### src/rtl/rgb3x3_pkg.sv
// rgb3x3_pkg: types and constants shared by the rgb 3x3 convolution filter
// no dependencies
`timescale 1ns / 1ps
`default_nettype none
package rgb3x3_pkg;

  localparam int unsigned ChW = 12;
  localparam int unsigned ChMax = 4080;

  typedef enum logic [1:0] {
    FM_EDGE    = 2'd0,
    FM_SHARPEN = 2'd1,
    FM_BOX     = 2'd2,
    FM_GAUSS   = 2'd3
  } filt_mode_e;

  typedef enum logic [2:0] {
    REG_MODE   = 3'd0,
    REG_WIDTH  = 3'd1,
    REG_HEIGHT = 3'd2,
    REG_XSTART = 3'd3,
    REG_XEND   = 3'd4,
    REG_YSTART = 3'd5,
    REG_YEND   = 3'd6
  } reg_idx_e;

  typedef struct packed {
    logic [11:0] red_in;
    logic [11:0] green_in;
    logic [11:0] blue_in;
  } pix_in_t;

  typedef struct packed {
    logic [11:0] out_row;
    logic [10:0] out_col;
    logic [11:0] red_out;
    logic [11:0] green_out;
    logic [11:0] blue_out;
    logic        last_of_region;
  } pix_out_t;

  typedef logic [ChW-1:0] ch_t;
  typedef ch_t [2:0] rgb_t;

  // one window (9 taps per channel) plus tag, front to back
  typedef struct packed {
    rgb_t [2:0][2:0] win;
    logic [1:0]      mode;
    logic [11:0]     row;
    logic [10:0]     col;
    logic            last;
  } job_t;

  // box blur: floor(s/9) for s < 36864 via (s*7281)>>16 then one correction
  function automatic ch_t div9(input logic [15:0] s);
    logic [28:0] p;
    logic [15:0] q;
    logic [15:0] r;
    begin
      p = s * 13'd7281;
      q = {3'd0, p[28:16]};
      r = s - q * 16'd9;
      if (r >= 16'd9) q = q + 16'd1;
      div9 = (q > 16'(ChMax)) ? ch_t'(ChMax) : q[ChW-1:0];
    end
  endfunction

endpackage
`default_nettype wire

### src/rtl/rgb3x3_back.sv
// rgb3x3_back: job queue, kernel arithmetic and result queue
// depends on rgb3x3_pkg
`timescale 1ns / 1ps
`default_nettype none
module rgb3x3_back import rgb3x3_pkg::*; (
  input  wire logic     clk_i,
  input  wire logic     rst_ni,
  input  wire logic     job_vld_i,
  input  wire job_t     job_i,
  output logic          stall_o,
  input  wire logic     pop_i,
  output logic          empty_o,
  output pix_out_t      res_o
);
  // result queue sized to cover the beats held in the front and compute stages
  localparam int unsigned Depth = 8;
  localparam int unsigned PW = $clog2(Depth);

  // stage a: partial sums
  logic        a_vld_q;
  logic [15:0] a_c_q [3], a_x_q [3], a_k_q [3];
  logic [1:0]  a_mode_q;
  logic [11:0] a_row_q;
  logic [10:0] a_col_q;
  logic        a_last_q;
  // stage b: result
  logic        b_vld_q;
  pix_out_t    b_q;
  rgb_t        res_d;

  pix_out_t    fifo_q [Depth];
  logic [PW-1:0] wp_q, rp_q;
  logic [PW:0]   cnt_q;
  logic          wr, rd;

  always_ff @(posedge clk_i) begin
    for (int c = 0; c < 3; c++) begin
      a_c_q[c] <= 16'(job_i.win[1][1][c]);
      a_x_q[c] <= 16'(job_i.win[0][1][c]) + 16'(job_i.win[1][0][c]) +
                  16'(job_i.win[1][2][c]) + 16'(job_i.win[2][1][c]);
      a_k_q[c] <= 16'(job_i.win[0][0][c]) + 16'(job_i.win[0][2][c]) +
                  16'(job_i.win[2][0][c]) + 16'(job_i.win[2][2][c]);
    end
    a_mode_q <= job_i.mode;
    a_row_q  <= job_i.row;
    a_col_q  <= job_i.col;
    a_last_q <= job_i.last;
  end

  always_comb begin
    logic signed [18:0] s;
    for (int c = 0; c < 3; c++) begin
      s = '0;
      res_d[c] = '0;
      case (filt_mode_e'(a_mode_q))
        FM_EDGE: s = 19'(a_c_q[c]) * 19'sd8 - 19'(a_x_q[c]) - 19'(a_k_q[c]);
        FM_SHARPEN: s = 19'(a_c_q[c]) * 19'sd5 - 19'(a_x_q[c]);
        FM_GAUSS: s = 19'((19'(a_c_q[c]) * 19'd4 + 19'(a_x_q[c]) * 19'd2 +
                          19'(a_k_q[c])) >> 4);
        default: s = '0;
      endcase
      if (filt_mode_e'(a_mode_q) == FM_BOX)
        res_d[c] = div9(a_c_q[c] + a_x_q[c] + a_k_q[c]);
      else if (s < 0) res_d[c] = '0;
      else if (s > 19'sd4080) res_d[c] = ch_t'(ChMax);
      else res_d[c] = s[ChW-1:0];
    end
  end

  always_ff @(posedge clk_i) begin
    b_q.out_row        <= a_row_q;
    b_q.out_col        <= a_col_q;
    b_q.red_out        <= res_d[2];
    b_q.green_out      <= res_d[1];
    b_q.blue_out       <= res_d[0];
    b_q.last_of_region <= a_last_q;
  end

  assign wr = b_vld_q;
  assign rd = pop_i && !empty_o;
  assign empty_o = (cnt_q == '0);
  assign res_o = fifo_q[rp_q];
  // in flight can reach four beats; keep room for all of them
  assign stall_o = (cnt_q > (PW + 1)'(Depth - 6));

  always_ff @(posedge clk_i or negedge rst_ni) begin
    if (!rst_ni) begin
      a_vld_q <= 1'b0;
      b_vld_q <= 1'b0;
      wp_q    <= '0;
      rp_q    <= '0;
      cnt_q   <= '0;
    end else begin
      a_vld_q <= job_vld_i;
      b_vld_q <= a_vld_q;
      if (wr) wp_q <= wp_q + PW'(1);
      if (rd) rp_q <= rp_q + PW'(1);
      cnt_q <= cnt_q + (PW + 1)'(wr) - (PW + 1)'(rd);
    end
  end

  always_ff @(posedge clk_i) begin
    if (wr) fifo_q[wp_q] <= b_q;
  end
endmodule
`default_nettype wire

### config.mk
export PLATFORM = sky130hd
export DESIGN_NAME = rgb3x3_back
export DESIGN_NICKNAME = d
export VERILOG_FILES = /design/src/rtl/rgb3x3_pkg.sv /design/src/rtl/rgb3x3_back.sv
export SDC_FILE = /design/constraint.sdc
export NUM_CORES = 2
export LEC_CHECK = 0
export ABC_AREA = 1
export BUFFER_PORTS_ARGS = -buffer_cell sky130_fd_sc_hd__buf_2
export CAP_MARGIN = 20
export CORE_UTILIZATION = 45
export CTS_CLUSTER_SIZE = 40
export DETAILED_ROUTE_END_ITERATION = 10
export HOLD_SLACK_MARGIN = 0.12
export PLACE_DENSITY = 0.62
export SLEW_MARGIN = 20
export SYNTH_ARGS = -nofsm -noshare
export SYNTH_HDL_FRONTEND = slang
export SYNTH_SLANG_ARGS = --single-unit
export TNS_END_PERCENT = 30
### constraint.sdc
create_clock -name clk_i -period 9.4 [get_ports clk_i]
set_input_delay 1.88 -clock clk_i [delete_from_list [all_inputs] [get_ports clk_i]]
set_output_delay 1.88 -clock clk_i [all_outputs]
set_load 0.02 [all_outputs]
== Word level (Yosys, flattened, before mapping) ==
Memories as Yosys holds them, arrays and structs flattened.
Cells that the tools add are included.

* Flip-flop bits (word level): 98
* RAM bits: 606
* Output and inout port bits: 62
* Logic and storage cells: 120
* Memories: 4

* Add/sub/neg operators: 49
* $mul: 9
* Magnitude comparators: 13
* Equality and inequality tests: 3
* Mux-type cells: 23
* Reductions and logical operators: 4

{| class="wikitable"
|+ Memories
! memory !! words !! bits a word !! read ports !! clocked after Yosys merged registers in !! write ports !! line !! text
|-
| fifo_q || 8 || 60 || 1 || 0 || 1 || rgb3x3_back.sv:31 || <nowiki>pix_out_t fifo_q [Depth];</nowiki>
|-
| a_k_q || 3 || 15 || 3 || 0 || 3 || rgb3x3_back.sv:21 || <nowiki>logic [15:0] a_c_q [3], a_x_q [3], a_k_q [3];</nowiki>
|-
| a_x_q || 3 || 15 || 3 || 0 || 3 || rgb3x3_back.sv:21 ||
|-
| a_c_q || 3 || 12 || 3 || 0 || 3 || rgb3x3_back.sv:21 ||
|}

{| class="wikitable"
|+ Operators by type and width
! cell !! number
|-
| $pmux 19 s3 || 3
|-
| $sub 19x16->19 || 9
|-
| $mux 12 || 12
|-
| $add 16x16->16 || 6
|-
| $add 14x12->15 || 6
|-
| $mul 16x13->29 const B || 3
|-
| $add 13x12->14 || 6
|-
| $add 12x12->13 || 6
|-
| $mux 16 || 4
|-
| $add 18x17->19 || 3
|-
| $add 19x16->19 || 3
|-
| $gt 19x13->1 const B || 3
|-
| $lt 19x1->1 const B || 3
|-
| $mul 16x3->19 const B || 3
|-
| $ge 16x4->1 const B || 3
|-
| $gt 16x12->1 const B || 3
|-
| $mul 13x4->16 const B || 3
|-
| $sub 16x16->16 || 3
|-
| $add 13x1->14 const B || 3
|-
| $mux 14 || 2
|-
| $add 3x1->3 const B || 2
|-
| $add 4x1->4 || 1
|-
| $eq 2x2->1 const B || 2
|-
| $gt 4x2->1 const B || 1
|-
| 7 further kinds || 8
|}

== Logic depth before layout (Yosys ltp) ==
An unclocked memory read counts as a cell.

* Word-level depth: 12
* Mapped depth: 69

== Least setup slack after synthesis ==
OpenSTA, ideal clock, no wires.

* Kind: register to register
* From: mem a_x_q[0][16] in the netlist's numbering
* To: reg b_q[24] in the netlist's numbering
* Setup time: 112 ps
* Data arrival time: 9608 ps
* Data required time: 9288 ps
* Setup slack: -321 ps
* Cell stages (with the launch flop): 60
* Path buffers: 1
* Clock period less this slack: 9721 ps
* Cell sequence: dfxtp_1 > inv_1 > fa_1 > inv_1 > ha_1 > fa_1 > a21oi_1 > inv_1 > a21oi_1 > nor2_1 > nor2_1 > xor2_1 > inv_1 > nand2_1 > nand2_1 > inv_1 > ha_1 > ha_1 > (+24 left out) > nand2_1 > nand2_1 > nand2_1 > nand2_1 > nand2_1 > nand2_1 > inv_1 > nand4_1 > nor2_2 > nand3_4 > buf_6 > nand2_2 > xor2_2 > nand3_2 > nand3_4 > nand3_1 > nand2_1 > nand2_1

{| class="wikitable"
|+ RTL lines
! what !! line !! text
|-
| from (decl) || rgb3x3_back.sv:21 ||
|-
| to (decl) || rgb3x3_back.sv:28 || <nowiki>pix_out_t b_q;</nowiki>
|}

==> reports/summary.txt <==
status = complete, but fails checks
failing checks = DRC, setup timing
Post-synth ARST share = 1.719%
vias = 46060
Data required, critical path = 9970 ps
Clock Tree Buf Depth = 3
clock transition at the registers of the reported paths = 60 ps
core outline area = 0.1241 mm2
leading cell type in the layout, fill and taps excluded = inv_1
r2r setup slk = -490 ps
# rows = 129
# IOs = 416
Worst Path Buf+Inv = 7
Pre-antenna DRT Iters = 11
Die Area = 0.1268 mm2
largest cells by area after synthesis = edfxtp_1 26%, fa_1 15%, ha_1 15%
clk sink count = 698
vias in the first global route = 46350
worst setup path start = a_k_q[0][18]
R2R depth = 57
clk_skew = 64.36 ps
Synth top area share = 25.54%
Routed wire per std cell = 16.98 um
type of the worst setup path = flop to flop
Crit-path slowest cell = fa_1
Syn Nets = 7681
first-pass GRT wire length = 240.2 mm
Slew @ Worst Pin = 1101 ps
Tcrit/Tclk final = 105.2%
cell taking the most area after synthesis = edfxtp_1
most used cell, CP = nand2_1
Final setup viols = 36
Starting Density = 45.47%
Crit path depth = 57
setup TNS = -14760 ps
worst-path fanout max = 9
ys flop type = edfxtp_1
Pins Over Slew Limit = 0
#FFs+latches synth = 698
H-tree levels = 3
later-pin clock latency in the skew report = 680 ps
root buffer selected by CTS = clkbuf_16
Detailed Route WL = 153.2 mm
WP data arrival = 10460 ps
Die X-Extent = 356.1 um
initial antenna violation count = 12
CTS tree = yes
Total GRT Usage = 23.93%
Fin. Hold Viols = 0
most frequent cells in the layout = 989 x inv_1, 814 x nand2_1, 681 x buf_4
ratio of cells with drive above 1 in the final layout = 24.26%
Mapped Cells = 6235
number of synthesized flops with an enable pin = 480
total grt overflow = 0
RSZ-0062 raised after global routing = true
Vias/cell = 5.104
Slowest Stage Delay on Critical Path = 570 ps
Die Height = 356.1 um
synthesized area = 0.05644 mm2
Routed Antenna Nets = 0
Syn. warnings = 0
RD Place Congestion = 0.9497
largest net degree at the start of global routing = 109
# nets final = 8765
reg-to-reg endpoint = b_q[17]
post-synthesis cell type count = 64
Crit path max-delay family = adder cells
max cap viols = 0
post-DP HPWL = 116.9 mm
CP endpoint kind = flop
crit path launch type = flop
sequential share of the synthesized area = 33.38%
r2r startpoint = a_k_q[0][18]
Worst slew margin = 26.62%
syn_area_per_cell = 9.052 um2
residual DRC count = 28
Setup WS post-layout = -491.6 ps
Peak Freq = 101.1 MHz
CTS buffer count = 77
area grow syn2layout = 25.37%
PortBufs = 415
CP endpoint = b_q[17]
Tmin final = 9892 ps
# fillers = 10890
Min-Delay Path Class = flop to flop
DRT iter0 DRCs = 2668
DP Worst Slack = -1144 ps
worst min path at each step:
| stage | slack, ps | startpoint | endpoint | cells after the start |
|---|---|---|---|---|
| floorplan | 310 | a_last_q | b_q[0] | 0 |
| global placement | 310 | a_col_q[2] | b_q[39] | 0 |
| detailed placement | 310 | a_row_q[11] | b_q[59] | 0 |
| CTS | 300 | a_row_q[4] | b_q[52] | 0 |
| global route | 320 | a_row_q[4] | b_q[52] | 0 |
| finish | 310 | a_row_q[4] | b_q[52] | 0 |
layout make-up:
| type | count | area [um2] | share of cell area, % |
|---|---|---|---|
| multi-input cells | 4385 | 35840 | 50.66 |
| flip-flops and latches | 698 | 18860 | 26.65 |
| repair buffers | 1119 | 7535 | 10.65 |
| inverters | 1038 | 3910 | 5.526 |
| clock buffers | 95 | 2054 | 2.904 |
| well taps | 1637 | 2048 | 2.895 |
| clock inverters | 49 | 498.0 | 0.7038 |
| diodes | 4 | 10.01 | 0.01415 |
registers in the layout, summed over array words and instances (netlist names):
signal    count
a_c_q        36
a_col_q      11
a_k_q        42
a_last_q      1
a_mode_q      2
a_row_q      12
a_vld_q       1
a_x_q        42
b_q          60
b_vld_q       1
cnt_q         4
fifo_q      480
rp_q          3
wp_q          3
logic make-up (layout without fill, tap and decap cells):
family | Yosys count | in the layout | synth area share [%]
compound gates | 993 | 993 | 10.01
xor+xnor | 189 | 189 | 3.066
fa+ha+maj | 1092 | 1092 | 29.97
buf+inv | 1157 | 2301 | 7.799
flops | 698 | 698 | 33.38
other cells | 0 | 4 | 0
simple gates | 2106 | 2111 | 15.78
through the flow:
stage / area [um2] / hold slack, ps / std cells / util, %
detailed placement: 65040 / 312.1 / 8789 / 52.40
finish: 70760 / 307.6 / 9025 / 57.01
global route: 70750 / 315.1 / 9023 / 57.00
floorplan: 56640 / 309.6 / 6235 / -
global placement: 65040 / 312.7 / 8789 / 52.40
CTS: 69530 / 304.5 / 8999 / 56.02
cells in the mapped netlist (all sizes together), types with 6 or more instances:
cell	number
o21bai	48
a21o	30
o31ai	6
a31oi	75
inv	1035
and2	11
a21boi	6
nor3	37
or2	24
nor2	733
fa	433
dfrtp	12
nand2	930
buf	21
ha	659
a21oi	286
o22ai	66
nor4	10
a211oi	11
nand3	281
dfxtp	206
clkbuf	98
o21a	7
o221ai	14
nand4	45
xnor2	54
xor2	135
a22o	6
o211ai	12
edfxtp	480
nand3b	33
o21ai	416
timing repair:
action,in CTS,in global routing
hold buffers,0,0
setup endpoints to repair,36,36
pin swaps,152,158
buffers inserted,60,19
endpoints found under the hold margin,0,0
gates resized for setup,279,221
gates cloned,7,4
layer usage:
metal  GRT usage (%)  wire length [um]  share of wire [%]
met1           30.81             66250                 43
met2           40.21             73080                 48
met3           4.205              8343                5.4
met4           8.815              5461                3.6
met5               0                83              0.054
Power is not shown: default switching activity piles up to over one toggle a cycle in this logic, so the estimate is an artifact.
